**src/design/cto_pkg.sv**
```systemverilog
// ----------------------------------------------------------------------------
// cto_pkg: shared types and constants for the connection timeout table
// Field widths, operation codes, controller states and the command/status
// structs that join the controller and the datapath.
// ----------------------------------------------------------------------------
package cto_pkg;

  // Field widths
  localparam int MODE_W    = 2;
  localparam int SLOT_W    = 5;
  localparam int DL_W      = 32;
  localparam int TIMEOUT_W = 16;

  // Operation codes carried in the mode field
  localparam logic [MODE_W-1:0] MODE_START = 2'd0;
  localparam logic [MODE_W-1:0] MODE_STOP  = 2'd1;
  localparam logic [MODE_W-1:0] MODE_TICK  = 2'd2;

  // Timeout register value after reset
  localparam logic [TIMEOUT_W-1:0] TIMEOUT_RESET = 16'd300;

  // Sign bit flip that turns a modular offset into an ordered key
  localparam logic [DL_W-1:0] KEY_FLIP = 32'h8000_0000;

  // Controller states
  typedef enum logic [1:0] {
    ST_IDLE,
    ST_SCAN,
    ST_CLOSE
  } state_t;

  // Controller to datapath
  typedef struct packed {
    logic take_item;
    logic scan_en;
    logic emit_close;
  } cmd_t;

  // Datapath to controller
  typedef struct packed {
    logic scan_done;
    logic out_free;
  } sts_t;

endpackage

```
**src/design/cto_ifs.sv**
```systemverilog
// ----------------------------------------------------------------------------
// cto_ifs: channel interfaces of the connection timeout table
// Input item channel, result channel and timeout register write channel,
// each with valid/ready and its payload.
// ----------------------------------------------------------------------------

// Input item channel
interface cto_in_if;
  logic                         valid;
  logic                         ready;
  logic [cto_pkg::MODE_W-1:0]   mode;
  logic [cto_pkg::SLOT_W-1:0]   client;

  modport source (output valid, output mode, output client, input ready);
  modport sink   (input valid, input mode, input client, output ready);
endinterface

// Result channel
interface cto_out_if;
  logic                         valid;
  logic                         ready;
  logic                         expired;
  logic [cto_pkg::SLOT_W-1:0]   expired_client;
  logic                         pending;
  logic [cto_pkg::DL_W-1:0]     next_deadline;
  logic                         last;

  modport source (output valid, output expired, output expired_client, output pending,
                  output next_deadline, output last, input ready);
  modport sink   (input valid, input expired, input expired_client, input pending,
                  input next_deadline, input last, output ready);
endinterface

// Timeout register write channel
interface cto_cfg_if;
  logic                            valid;
  logic                            ready;
  logic [cto_pkg::TIMEOUT_W-1:0]   timeout_seconds;

  modport source (output valid, output timeout_seconds, input ready);
  modport sink   (input valid, input timeout_seconds, output ready);
endinterface

```
**src/design/cto_ram.sv**
```systemverilog
// ----------------------------------------------------------------------------
// cto_ram: generic single-write, single-read RAM
// One write port and one read port with registered read data; the read
// data holds while the read enable is low.
// ----------------------------------------------------------------------------
module cto_ram #(
  parameter int WIDTH = 32,
  parameter int DEPTH = 32
) (
  input  logic                                      clk,
  input  logic                                      we,
  input  logic [((DEPTH > 1) ? $clog2(DEPTH) : 1)-1:0] waddr,
  input  logic [WIDTH-1:0]                          wdata,
  input  logic                                      re,
  input  logic [((DEPTH > 1) ? $clog2(DEPTH) : 1)-1:0] raddr,
  output logic [WIDTH-1:0]                          rdata
);

  logic [WIDTH-1:0] mem [DEPTH];
  logic [WIDTH-1:0] rdata_r;

  // Write port
  always_ff @(posedge clk) begin
    if (we) begin
      mem[waddr] <= wdata;
    end
  end

  // Registered read port
  always_ff @(posedge clk) begin
    if (re) begin
      rdata_r <= mem[raddr];
    end
  end

  assign rdata = rdata_r;

endmodule

```
**src/design/cto_ctrl.sv**
```systemverilog
// ----------------------------------------------------------------------------
// cto_ctrl: sequencing controller of the connection timeout table
// Takes one transaction, runs the slot scan in the datapath and then
// issues the closing result before returning to idle.
// ----------------------------------------------------------------------------
module cto_ctrl (
  input  logic          clk,
  input  logic          rst_n,
  input  logic          in_valid,
  output logic          in_ready,
  output cto_pkg::cmd_t cmd,
  input  cto_pkg::sts_t sts
);

  cto_pkg::state_t state_r;
  cto_pkg::state_t state_nxt;

  // State register
  always_ff @(posedge clk) begin
    if (!rst_n) begin
      state_r <= cto_pkg::ST_IDLE;
    end else begin
      state_r <= state_nxt;
    end
  end

  // Next state
  always_comb begin
    state_nxt = state_r;
    unique case (state_r)
      cto_pkg::ST_IDLE: begin
        if (in_valid) begin
          state_nxt = cto_pkg::ST_SCAN;
        end
      end
      cto_pkg::ST_SCAN: begin
        if (sts.scan_done) begin
          state_nxt = cto_pkg::ST_CLOSE;
        end
      end
      cto_pkg::ST_CLOSE: begin
        if (sts.out_free) begin
          state_nxt = cto_pkg::ST_IDLE;
        end
      end
      default: begin
        state_nxt = cto_pkg::ST_IDLE;
      end
    endcase
  end

  // Outputs
  always_comb begin
    in_ready       = 1'b0;
    cmd.take_item  = 1'b0;
    cmd.scan_en    = 1'b0;
    cmd.emit_close = 1'b0;
    unique case (state_r)
      cto_pkg::ST_IDLE: begin
        in_ready      = 1'b1;
        cmd.take_item = in_valid;
      end
      cto_pkg::ST_SCAN: begin
        cmd.scan_en = 1'b1;
      end
      cto_pkg::ST_CLOSE: begin
        cmd.emit_close = 1'b1;
      end
      default: begin
        in_ready = 1'b0;
      end
    endcase
  end

endmodule

```
**src/design/cto_dp.sv**
```systemverilog
// ----------------------------------------------------------------------------
// cto_dp: datapath of the connection timeout table
// Holds the seconds counter, timeout register, deadline RAM and active
// bits; scans the slots for expiry and the earliest deadline, and drives
// the result register.
// ----------------------------------------------------------------------------
module cto_dp #(
  parameter int NUM_CLIENTS = 32
) (
  input  logic                              clk,
  input  logic                              rst_n,
  input  cto_pkg::cmd_t                     cmd,
  output cto_pkg::sts_t                     sts,
  input  logic [cto_pkg::MODE_W-1:0]        in_mode,
  input  logic [cto_pkg::SLOT_W-1:0]        in_client,
  input  logic                              cfg_we,
  input  logic [cto_pkg::TIMEOUT_W-1:0]     cfg_timeout,
  output logic                              out_valid,
  input  logic                              out_ready,
  output logic                              out_expired,
  output logic [cto_pkg::SLOT_W-1:0]        out_client,
  output logic                              out_pending,
  output logic [cto_pkg::DL_W-1:0]          out_next,
  output logic                              out_last
);

  localparam int IDX_W = (NUM_CLIENTS > 1) ? $clog2(NUM_CLIENTS) : 1;
  localparam int CNT_W = $clog2(NUM_CLIENTS + 1);

  // Registers
  logic [cto_pkg::DL_W-1:0]       now_r;
  logic [cto_pkg::TIMEOUT_W-1:0]  timeout_r;
  logic [NUM_CLIENTS-1:0]         active_r;
  logic [NUM_CLIENTS-1:0]         active_nxt;
  logic                           tick_r;
  logic [CNT_W-1:0]               rd_idx_r;
  logic                           eval_vld_r;
  logic [IDX_W-1:0]               eval_idx_r;
  logic                           pend_r;
  logic [cto_pkg::DL_W-1:0]       best_key_r;
  logic [cto_pkg::DL_W-1:0]       best_r;
  logic                           out_vld_r;
  logic                           out_vld_nxt;
  logic                           out_expired_r;
  logic [cto_pkg::SLOT_W-1:0]     out_client_r;
  logic                           out_pend_r;
  logic [cto_pkg::DL_W-1:0]       out_next_r;
  logic                           out_last_r;

  // Combinational
  logic                     client_ok;
  logic                     is_start;
  logic                     is_stop;
  logic                     is_tick;
  logic                     ram_we;
  logic                     ram_re;
  logic [cto_pkg::DL_W-1:0] dl;
  logic                     rd_more;
  logic                     hit_act;
  logic [cto_pkg::DL_W-1:0] diff;
  logic [cto_pkg::DL_W-1:0] key;
  logic                     expire;
  logic                     better;
  logic                     out_free;
  logic                     stall;
  logic                     advance;
  logic                     exp_load;
  logic                     close_load;

  // Decode the transaction
  assign client_ok = ({1'b0, in_client} < (cto_pkg::SLOT_W + 1)'(NUM_CLIENTS));
  assign is_start  = (in_mode == cto_pkg::MODE_START);
  assign is_stop   = (in_mode == cto_pkg::MODE_STOP);
  assign is_tick   = (in_mode == cto_pkg::MODE_TICK);

  // Deadline store
  assign ram_we = cmd.take_item && is_start && client_ok;

  cto_ram #(
    .WIDTH (cto_pkg::DL_W),
    .DEPTH (NUM_CLIENTS)
  ) u_dl_ram (
    .clk   (clk),
    .we    (ram_we),
    .waddr (in_client[IDX_W-1:0]),
    .wdata (now_r + cto_pkg::DL_W'(timeout_r)),
    .re    (ram_re),
    .raddr (rd_idx_r[IDX_W-1:0]),
    .rdata (dl)
  );

  // Evaluate the slot whose deadline is on the read port
  assign rd_more  = (rd_idx_r < CNT_W'(NUM_CLIENTS));
  assign hit_act  = eval_vld_r && active_r[eval_idx_r];
  assign diff     = dl - (now_r + cto_pkg::DL_W'(1));
  assign expire   = tick_r && hit_act && ((diff == '0) || diff[cto_pkg::DL_W-1]);
  assign key      = (dl - now_r) ^ cto_pkg::KEY_FLIP;
  assign better   = hit_act && !expire && (!pend_r || (key < best_key_r));
  assign out_free = !out_vld_r || out_ready;
  assign stall    = expire && !out_free;
  assign advance  = cmd.scan_en && !stall;
  assign ram_re   = advance && rd_more;

  assign exp_load   = advance && expire;
  assign close_load = cmd.emit_close && out_free;

  assign sts.scan_done = !eval_vld_r && !rd_more;
  assign sts.out_free  = out_free;

  // Timeout register
  always_ff @(posedge clk) begin
    if (!rst_n) begin
      timeout_r <= cto_pkg::TIMEOUT_RESET;
    end else if (cfg_we) begin
      timeout_r <= cfg_timeout;
    end
  end

  // Seconds counter and tick flag
  always_ff @(posedge clk) begin
    if (!rst_n) begin
      now_r  <= '0;
      tick_r <= 1'b0;
    end else if (cmd.take_item) begin
      tick_r <= is_tick;
      if (is_tick) begin
        now_r <= now_r + cto_pkg::DL_W'(1);
      end
    end
  end

  // Active bits: set on start, clear on stop or expiry
  always_comb begin
    active_nxt = active_r;
    if (cmd.take_item && client_ok && is_start) begin
      active_nxt[in_client[IDX_W-1:0]] = 1'b1;
    end
    if (cmd.take_item && client_ok && is_stop) begin
      active_nxt[in_client[IDX_W-1:0]] = 1'b0;
    end
    if (exp_load) begin
      active_nxt[eval_idx_r] = 1'b0;
    end
  end

  always_ff @(posedge clk) begin
    if (!rst_n) begin
      active_r <= '0;
    end else begin
      active_r <= active_nxt;
    end
  end

  // Scan pointers: restart on a new transaction, advance unless stalled
  always_ff @(posedge clk) begin
    if (!rst_n) begin
      rd_idx_r   <= '0;
      eval_vld_r <= 1'b0;
      pend_r     <= 1'b0;
    end else if (cmd.take_item) begin
      rd_idx_r   <= '0;
      eval_vld_r <= 1'b0;
      pend_r     <= 1'b0;
    end else if (advance) begin
      eval_vld_r <= rd_more;
      if (rd_more) begin
        rd_idx_r <= rd_idx_r + CNT_W'(1);
      end
      if (better) begin
        pend_r <= 1'b1;
      end
    end
  end

  // Scan payload: slot under evaluation and earliest deadline so far
  always_ff @(posedge clk) begin
    if (advance) begin
      eval_idx_r <= rd_idx_r[IDX_W-1:0];
      if (better) begin
        best_key_r <= key;
        best_r     <= dl;
      end
    end
  end

  // Result register valid
  always_comb begin
    out_vld_nxt = out_vld_r;
    if (out_ready) begin
      out_vld_nxt = 1'b0;
    end
    if (exp_load || close_load) begin
      out_vld_nxt = 1'b1;
    end
  end

  always_ff @(posedge clk) begin
    if (!rst_n) begin
      out_vld_r <= 1'b0;
    end else begin
      out_vld_r <= out_vld_nxt;
    end
  end

  // Result register payload
  always_ff @(posedge clk) begin
    if (exp_load) begin
      out_expired_r <= 1'b1;
      out_client_r  <= cto_pkg::SLOT_W'(eval_idx_r);
      out_pend_r    <= 1'b0;
      out_next_r    <= '0;
      out_last_r    <= 1'b0;
    end else if (close_load) begin
      out_expired_r <= 1'b0;
      out_client_r  <= '0;
      out_pend_r    <= pend_r;
      out_next_r    <= pend_r ? best_r : '0;
      out_last_r    <= 1'b1;
    end
  end

  assign out_valid   = out_vld_r;
  assign out_expired = out_expired_r;
  assign out_client  = out_client_r;
  assign out_pending = out_pend_r;
  assign out_next    = out_next_r;
  assign out_last    = out_last_r;

endmodule

```
**src/design/connection_timeout_table.sv**
```systemverilog
// ----------------------------------------------------------------------------
// connection_timeout_table: per-client deadline table with one-second tick
// Start sets a slot's deadline, stop clears it, tick advances time and
// expires due slots; every transaction closes with the earliest deadline.
// ----------------------------------------------------------------------------
//
//   channel   direction   payload
//   in_ch     sink        mode, client
//   out_ch    source      expired, expired_client, pending, next_deadline, last
//   cfg_ch    sink        timeout_seconds (ready always high)
//
// The slot scan between acceptance and the closing result reads one
// deadline RAM entry per cycle while it is not stalled; an expired slot
// that finds the result register still full stalls the scan. Input is
// taken again once the closing result is loaded, while that result still
// waits in the output register. Reset is synchronous, clears time and
// active bits and sets the timeout to its reset value; the deadline RAM
// needs no clearing.
//
module connection_timeout_table #(
  parameter int NUM_CLIENTS = 32
) (
  input logic       clk,
  input logic       rst_n,
  cto_in_if.sink    in_ch,
  cto_out_if.source out_ch,
  cto_cfg_if.sink   cfg_ch
);

  logic          in_ready;
  cto_pkg::cmd_t cmd;
  cto_pkg::sts_t sts;

  // Register writes are always taken
  assign cfg_ch.ready = 1'b1;
  assign in_ch.ready  = in_ready;

  // Controller
  cto_ctrl u_ctrl (
    .clk      (clk),
    .rst_n    (rst_n),
    .in_valid (in_ch.valid),
    .in_ready (in_ready),
    .cmd      (cmd),
    .sts      (sts)
  );

  // Datapath
  cto_dp #(
    .NUM_CLIENTS (NUM_CLIENTS)
  ) u_dp (
    .clk         (clk),
    .rst_n       (rst_n),
    .cmd         (cmd),
    .sts         (sts),
    .in_mode     (in_ch.mode),
    .in_client   (in_ch.client),
    .cfg_we      (cfg_ch.valid),
    .cfg_timeout (cfg_ch.timeout_seconds),
    .out_valid   (out_ch.valid),
    .out_ready   (out_ch.ready),
    .out_expired (out_ch.expired),
    .out_client  (out_ch.expired_client),
    .out_pending (out_ch.pending),
    .out_next    (out_ch.next_deadline),
    .out_last    (out_ch.last)
  );

`ifndef SYNTHESIS
  // An accepted transaction keeps the input closed on the next cycle
  a_busy_after_take: assert property (@(posedge clk) disable iff (!rst_n)
    (in_ch.valid && in_ch.ready) |=> !in_ch.ready)
    else $error("input ready right after a transaction was taken");

  // Expiry results carry no summary and never close a transaction
  a_expiry_shape: assert property (@(posedge clk) disable iff (!rst_n)
    (out_ch.valid && out_ch.expired) |->
      (!out_ch.last && !out_ch.pending && (out_ch.next_deadline == '0)))
    else $error("expiry result carries summary fields");

  // A closing result with nothing pending reports a zero deadline
  a_close_empty: assert property (@(posedge clk) disable iff (!rst_n)
    (out_ch.valid && out_ch.last && !out_ch.pending) |->
      ((out_ch.next_deadline == '0) && (out_ch.expired_client == '0)))
    else $error("closing result with nothing pending has nonzero fields");

  // Expiry results appear only while a scan is running
  a_expiry_in_scan: assert property (@(posedge clk) disable iff (!rst_n)
    (out_ch.valid && out_ch.expired && !$past(out_ch.valid && out_ch.expired)) |->
      !in_ch.ready)
    else $error("expiry result appeared outside a scan");
`endif

endmodule
```
**src/flat_wrapper.sv**
```systemverilog
// flat-port wrapper written by rule: the top's interface ports become plain ports
module connection_timeout_table_flat 
#(
  parameter int NUM_CLIENTS = 32
)
  (clk, rst_n, in_ch_valid, in_ch_mode, in_ch_client, in_ch_ready, out_ch_valid, out_ch_expired, out_ch_expired_client, out_ch_pending, out_ch_next_deadline, out_ch_last, out_ch_ready, cfg_ch_valid, cfg_ch_timeout_seconds, cfg_ch_ready);
  cto_in_if in_ch_i ();
  cto_out_if out_ch_i ();
  cto_cfg_if cfg_ch_i ();
  input logic clk;
  input logic rst_n;
  input wire logic [$bits(in_ch_i.valid)-1:0] in_ch_valid;
  input wire logic [$bits(in_ch_i.mode)-1:0] in_ch_mode;
  input wire logic [$bits(in_ch_i.client)-1:0] in_ch_client;
  output wire logic [$bits(in_ch_i.ready)-1:0] in_ch_ready;
  output wire logic [$bits(out_ch_i.valid)-1:0] out_ch_valid;
  output wire logic [$bits(out_ch_i.expired)-1:0] out_ch_expired;
  output wire logic [$bits(out_ch_i.expired_client)-1:0] out_ch_expired_client;
  output wire logic [$bits(out_ch_i.pending)-1:0] out_ch_pending;
  output wire logic [$bits(out_ch_i.next_deadline)-1:0] out_ch_next_deadline;
  output wire logic [$bits(out_ch_i.last)-1:0] out_ch_last;
  input wire logic [$bits(out_ch_i.ready)-1:0] out_ch_ready;
  input wire logic [$bits(cfg_ch_i.valid)-1:0] cfg_ch_valid;
  input wire logic [$bits(cfg_ch_i.timeout_seconds)-1:0] cfg_ch_timeout_seconds;
  output wire logic [$bits(cfg_ch_i.ready)-1:0] cfg_ch_ready;
  assign in_ch_i.valid = in_ch_valid;
  assign in_ch_i.mode = in_ch_mode;
  assign in_ch_i.client = in_ch_client;
  assign in_ch_ready = in_ch_i.ready;
  assign out_ch_valid = out_ch_i.valid;
  assign out_ch_expired = out_ch_i.expired;
  assign out_ch_expired_client = out_ch_i.expired_client;
  assign out_ch_pending = out_ch_i.pending;
  assign out_ch_next_deadline = out_ch_i.next_deadline;
  assign out_ch_last = out_ch_i.last;
  assign out_ch_i.ready = out_ch_ready;
  assign cfg_ch_i.valid = cfg_ch_valid;
  assign cfg_ch_i.timeout_seconds = cfg_ch_timeout_seconds;
  assign cfg_ch_ready = cfg_ch_i.ready;
  connection_timeout_table #(.NUM_CLIENTS(NUM_CLIENTS)) u_core (.clk(clk), .rst_n(rst_n), .in_ch(in_ch_i), .out_ch(out_ch_i), .cfg_ch(cfg_ch_i));
endmodule
```
**config.mk**
```make
export PLATFORM = sky130hd
export DESIGN_NAME = connection_timeout_table_flat
export DESIGN_NICKNAME = d
export VERILOG_FILES = /design/src/design/cto_pkg.sv /design/src/design/cto_ifs.sv /design/src/design/cto_ram.sv /design/src/design/cto_ctrl.sv /design/src/design/cto_dp.sv /design/src/design/connection_timeout_table.sv /design/src/flat_wrapper.sv
export SDC_FILE = /design/constraint.sdc
export NUM_CORES = 2
export LEC_CHECK = 0
export ABC_AREA = 1
export BUFFER_PORTS_ARGS = -buffer_cell sky130_fd_sc_hd__clkbuf_2
export CAP_MARGIN = 40
export CORE_MARGIN = 3
export CORE_UTILIZATION = 37
export CTS_CLUSTER_DIAMETER = 60
export DETAILED_ROUTE_END_ITERATION = 16
export MAX_ROUTING_LAYER = met4
export SYNTH_ARGS = -nofsm -noshare
export SYNTH_HDL_FRONTEND = slang
export SYNTH_SLANG_ARGS = --single-unit
```
**constraint.sdc**
```tcl
create_clock -name clk -period 8.1 [get_ports clk]
set_input_delay 0.81 -clock clk [delete_from_list [all_inputs] [get_ports clk]]
set_output_delay 0.81 -clock clk [all_outputs]
set_load 0.02 [all_outputs]
```
==> impl_results.html <==
<table>
<tr><th>Metric</th><th>Value</th></tr>
<tr><th colspan="2">Status</th></tr>
<tr><td>Result of the run</td><td>completed</td></tr>
<tr><th colspan="2">Floorplanning</th></tr>
<tr><td>Chip width</td><td>390.8 um</td></tr>
<tr><td>Core Footprint</td><td>146,400 um^2</td></tr>
<tr><td>Count of boundary I/O pins</td><td>71</td></tr>
<tr><td>Starting utilization of the core area</td><td>37.42%</td></tr>
<tr><td>Overall die height</td><td>390.8 um</td></tr>
<tr><td>Die outline area</td><td>152,800 um^2</td></tr>
<tr><td>Number of standard-cell rows in the floorplan</td><td>140</td></tr>
<tr><th colspan="2">Clock network</th></tr>
<tr><td>Total CTS buffers</td><td>131</td></tr>
<tr><td>Clock Sink Count</td><td>1,257</td></tr>
<tr><td>Clk Tree Root Cell</td><td>clkbuf_16</td></tr>
<tr><td>Hold Buf Count CTS</td><td>0</td></tr>
<tr><td>Clock latency of the later-clocked register in the worst-skew pair</td><td>0.77 ns</td></tr>
<tr><td>Clock tree from TritonCTS</td><td>done</td></tr>
<tr><td>Longest Clk Path Bufs</td><td>3</td></tr>
<tr><td>Post-CTS setup buffer count</td><td>0</td></tr>
<tr><td>Resized Gates After CTS</td><td>0</td></tr>
<tr><td># H-tree levels</td><td>4</td></tr>
<tr><td>Clock-pin slew reported for the worst setup and hold paths after clock tree synthesis</td><td>0.06 ns</td></tr>
<tr><th colspan="2">Yosys</th></tr>
<tr><td>Mapped Nets</td><td>5,110</td></tr>
<tr><td>Library cell with the largest summed area after synthesis</td><td>edfxtp_1</td></tr>
<tr><td>Top area cells in the synthesized netlist</td><td>edfxtp_1 (62%), o21ai_0 (5.7%), nor2_1 (5.3%)</td></tr>
<tr><td>Share of the synthesized area in compound gates (AO/OA/AOI/OAI)</td><td>12.33%</td></tr>
<tr><td>Synthesized instance count</td><td>4,968</td></tr>
<tr><td>Post-synthesis share of cell area spent on and, or, nand and nor gates</td><td>12.27%</td></tr>
<tr><td>EDFF count, synth</td><td>1,130</td></tr>
<tr><td>Average instance area after synthesis</td><td>11.03 um^2</td></tr>
<tr><td>Area share of the leading cell type in the synthesized netlist</td><td>61.92%</td></tr>
<tr><td>Fraction of synthesized area in multiplexers</td><td>0%</td></tr>
<tr><td>Proportion of synthesized flip-flops having asynchronous set or reset</td><td>0%</td></tr>
<tr><td>Seq cells post-synth</td><td>1,257</td></tr>
<tr><td>Most common flop cell mapped by yosys</td><td>edfxtp_1</td></tr>
<tr><td>Post-synth design cell area</td><td>54,800 um^2</td></tr>
<tr><td>Main combinational cell family by area after synthesis</td><td>compound AO/OA/AOI/OAI gates</td></tr>
<tr><td>Cell variety after synth</td><td>50</td></tr>
<tr><td>Part of the Yosys area used for sequential elements</td><td>66.56%</td></tr>
<tr><td>Synthesized-area fraction occupied by xor and xnor cells</td><td>1.543%</td></tr>
<tr><td>Synth Area in Adders</td><td>2.644%</td></tr>
<tr><td>Yosys warnings</td><td>0</td></tr>
<tr><th colspan="2">Worst setup path</th></tr>
<tr><td>Most repeated library cell on the critical path</td><td>nand2_1</td></tr>
<tr><td>Max stage delay on crit path</td><td>0.67 ns</td></tr>
<tr><td>Crit path arrival time</td><td>6.31 ns</td></tr>
<tr><td>Buffers plus inverters on the worst setup path</td><td>4</td></tr>
<tr><td>Cell class contributing the biggest share of worst-path delay</td><td>simple AND/OR/NAND/NOR gates</td></tr>
<tr><td>Critical path type</td><td>flip-flop to flip-flop</td></tr>
<tr><td>Largest fanout on the critical path</td><td>43</td></tr>
<tr><td>Kind of launch point of the worst setup path</td><td>flip-flop</td></tr>
<tr><td>Endpoint kind of the worst setup timing path</td><td>flip-flop</td></tr>
<tr><td>Cell with the largest stage delay on the worst path</td><td>inv_2</td></tr>
<tr><td>Crit path required time</td><td>8.70 ns</td></tr>
<tr><th colspan="2">Drt</th></tr>
<tr><td>Post-route DRC</td><td>0</td></tr>
<tr><td>Wire per inst</td><td>23.13 um</td></tr>
<tr><td>Initial DRC Count</td><td>4,012</td></tr>
<tr><td>Count of antenna-violating nets left after detailed routing</td><td>0</td></tr>
<tr><td>Detailed Route WL</td><td>163,000 um</td></tr>
<tr><td>Via Count</td><td>38,600</td></tr>
<tr><td>First-pass iteration count of the detailed router</td><td>6</td></tr>
<tr><td>Vias per inst</td><td>5.478</td></tr>
<tr><th colspan="2">Timing</th></tr>
<tr><td>Max transition margin</td><td>32.13%</td></tr>
<tr><td>Final setup violating endpoints</td><td>0</td></tr>
<tr><td>Final Critical Period</td><td>5.711 ns</td></tr>
<tr><td>Part of the cycle the worst path needs</td><td>70.50%</td></tr>
<tr><td>Worst hold margin</td><td>0.2741 ns</td></tr>
<tr><td>Accumulated negative setup slack</td><td>0 ns</td></tr>
<tr><td>Final Hold Fails</td><td>0</td></tr>
<tr><td>RSZ-0062 raised after global routing</td><td>no</td></tr>
<tr><td>Worst-margin pin slew</td><td>1.018 ns</td></tr>
<tr><td>Clk_skew</td><td>0.02683 ns</td></tr>
<tr><td>Final slew viol count</td><td>0</td></tr>
<tr><td>F_max</td><td>175.1 MHz</td></tr>
<tr><td>Fin worst setup slack</td><td>2.389 ns</td></tr>
<tr><th colspan="2">Global routing</th></tr>
<tr><td>Global-route wire length before repair</td><td>240,400 um</td></tr>
<tr><td>Sum of overflow across all layers after global routing</td><td>0</td></tr>
<tr><td>Maximum number of pins on one net before global-route repair</td><td>195</td></tr>
<tr><td>Number of antenna violations at the first check in global routing</td><td>4</td></tr>
<tr><td>Vias in the first global route</td><td>36,420</td></tr>
<tr><td>All-Layer GR Usage</td><td>21.72%</td></tr>
<tr><th colspan="2">Cells and area</th></tr>
<tr><td>Total area of multi-input combinational cells</td><td>16,240 um^2</td></tr>
<tr><td>Area Overhead vs Synth</td><td>13.76%</td></tr>
<tr><td>Filler cell count</td><td>13,640</td></tr>
<tr><td>Count of nets after finishing</td><td>5,164</td></tr>
<tr><td>Share of cells above drive strength 1</td><td>9.169%</td></tr>
<tr><td>Sequential cell area in the final layout</td><td>36,490 um^2</td></tr>
<tr><th colspan="2">Worst hold path</th></tr>
<tr><td>Hold Crit Class</td><td>primary input to flip-flop</td></tr>
<tr><th colspan="2">Run</th></tr>
<tr><td>Total of max-cap violations</td><td>0</td></tr>
<tr><th colspan="2">Power</th></tr>
<tr><td>Switching share of power</td><td>24.82%</td></tr>
<tr><td>Part of the power in registers</td><td>50.1%</td></tr>
<tr><td>Leakage power</td><td>21.80 nW</td></tr>
<tr><td>Maximum vdd ir drop</td><td>0.2222 mV</td></tr>
<tr><td>Share of power burned in combinational logic</td><td>10.1%</td></tr>
<tr><td>Part of the power in the clock network</td><td>39.8%</td></tr>
<tr><td>Internal power component</td><td>10.94 mW</td></tr>
<tr><td>Power dissipated by switching net loads</td><td>3.614 mW</td></tr>
<tr><td>P per Cell Area</td><td>233.5 nW/um^2</td></tr>
<tr><th colspan="2">Placement</th></tr>
<tr><td>Setup slack at placement</td><td>2.400 ns</td></tr>
<tr><td>Final HPWL DP</td><td>94,930 um</td></tr>
<tr><td>I/O Buffers</td><td>69</td></tr>
<tr><td>Gpl congestion</td><td>0.9240</td></tr>
</table>
[worst reg2reg max path, stage by stage (launching register included)]
cell and delay [ns]:
dfxtp_1 0.44, nand3_2 0.14, nor2_2 0.19, nand2_2 0.12, nor2_2 0.14, inv_1 0.07
nor3_1 0.31, nand4_1 0.25, nor4_1 0.50, nand2_1 0.14, xor2_1 0.21, inv_1 0.07
ha_1 0.40, nand2_1 0.15, nor2_1 0.25, nand2_1 0.09, nor2_1 0.19, nor2_1 0.06
nand2_1 0.07, xor2_1 0.07, nor2_1 0.13, nand3_1 0.10, nand2_1 0.11, nand2_1 0.09
inv_2 0.08, nand3_4 0.39, inv_2 0.68, a21oi_1 0.16
[kinds of logic (layout without fill, tap and decap cells)]
logic type / Yosys count / after routing
AND/OR/NAND/NOR: 1641 / 1641
flip-flops: 1257 / 1257
AO/OA/AOI/OAI: 1190 / 1190
buffers and inverters: 670 / 828
adder cells (fa/ha/maj): 114 / 114
XOR/XNOR: 95 / 95
other: 1 / 5
[synth_stat cells (6+ instances only)]
cell and n:
nor3_1 55, a31oi_1 10, o221ai_1 94, nand2_1 560, o21ai_0 628, ha_1 111, dfxtp_1 127, a22oi_1 8
clkinv_1 6, buf_2 7, nor4_1 10, nor2_1 774, o211ai_1 62, edfxtp_1 1130, xor2_1 77, nand4_1 74
a21oi_1 191, o22ai_1 168, clkbuf_1 228, o21ai_1 10, o21bai_1 6, inv_2 21, inv_1 380, buf_1 23
xnor2_1 17, nand3_1 142
[path summary, 6_finish.rpt]
check | end | from | slack, ns | depth (start not counted)
min reg2reg | u_core.u_dp.out_expired$_SDFFE_PN1P_ | u_core.u_dp.out_expired$_SDFFE_PN1P_ | 0.45 | 2
max reg2reg | u_core.u_dp.active_r[12]$_SDFF_PN0_ | u_core.u_dp.now_r[2]$_SDFFE_PN0P_ | 2.39 | 27
min | u_core.u_dp.timeout_r[8]$_SDFFE_PN1P_ | cfg_ch_timeout_seconds[8] | 0.27 | 3
max | u_core.u_dp.active_r[12]$_SDFF_PN0_ | u_core.u_dp.now_r[2]$_SDFFE_PN0P_ | 2.39 | 27
[area by class of cell]
| class | instances | area share (%) |
|---|---|---|
| Clock buffer | 172 | 5.670 |
| Sequential cell | 1257 | 58.53 |
| Clock inverter | 65 | 0.9012 |
| Timing Repair Buffer | 184 | 2.507 |
| Inverter | 407 | 2.473 |
| Multi-Input combinational cell | 3041 | 26.05 |
| Tap cell | 1917 | 3.848 |
| Antenna cell | 4 | 0.01606 |
[metal layers]
| metal | wire [um] | up-vias | GRT usage, % |
|---|---|---|---|
| met3 | 11850 | 294 | 3.394 |
| met5 | 0 | - | - |
| met1 | 70230 | 18970 | 29.02 |
| met4 | 5055 | 0 | 7.502 |
| met2 | 75890 | 1500 | 33.84 |
| li1 | - | 17840 | - |
[state kept, by name (all words and copies together), names as in the netlist]
name / flops
u_core.u_ctrl.state_r: 2
u_core.u_dp.out_last: 1
u_core.u_dp.now_r: 32
u_core.u_dp.eval_vld_r: 1
u_core.u_dp.out_client: 5
u_core.u_dp.u_dl_ram.mem: 1024
u_core.u_dp.tick_r: 1
u_core.u_dp.out_pending: 1
u_core.u_dp.best_key_r: 32
u_core.u_dp.eval_idx_r: 5
u_core.u_dp.out_expired: 1
u_core.u_dp.active_r: 32
u_core.u_dp.out_next: 32
u_core.u_dp.pend_r: 1
u_core.u_dp.best_r: 32
u_core.u_dp.out_valid: 1
u_core.u_dp.u_dl_ram.rdata: 32
u_core.u_dp.timeout_r: 16
u_core.u_dp.rd_idx_r: 6
[per-stage QoR]
stage	cell area [um^2]	utilization (%)	total power, mW	std cells
2_1_floorplan	54800	-	8.358	4968
3_3_place_gp	57740	39.43	8.845	6778
3_5_place_dp	58230	39.76	8.893	6806
4_1_cts	62330	42.56	14.65	7043
5_1_grt	62340	42.57	15.08	7047
6_report	62340	42.57	14.56	7047
[power by group through the flow]
stage	registers [mW]	logic, mW	clock network, mW
2_1_floorplan	7.41	0.944	0
3_3_place_gp	7.44	1.41	0
3_5_place_dp	7.43	1.46	0
4_1_cts	7.30	1.47	5.89
5_1_grt	7.30	1.64	6.14
6_report	7.30	1.47	5.79
[cells in the final DEF, fill, tap and decap left out, types with 14 or more instances in the layout]
| cell | count |
|---|---|
| a21oi_1 | 190 |
| buf_4 | 87 |
| clkbuf_1 | 33 |
| clkbuf_16 | 133 |
| clkbuf_2 | 69 |
| clkinv_1 | 33 |
| clkinv_2 | 14 |
| dfxtp_1 | 123 |
| edfxtp_1 | 1130 |
| ha_1 | 111 |
| inv_1 | 377 |
| inv_2 | 20 |
| nand2_1 | 560 |
| nand3_1 | 141 |
| nand4_1 | 74 |
| nor2_1 | 771 |
| nor3_1 | 23 |
| nor3_2 | 34 |
| o211ai_1 | 62 |
| o21ai_0 | 628 |
| o221ai_1 | 94 |
| o22ai_1 | 168 |
| xor2_1 | 54 |
| xor2_2 | 18 |
(Power assumes the default switching activity.)
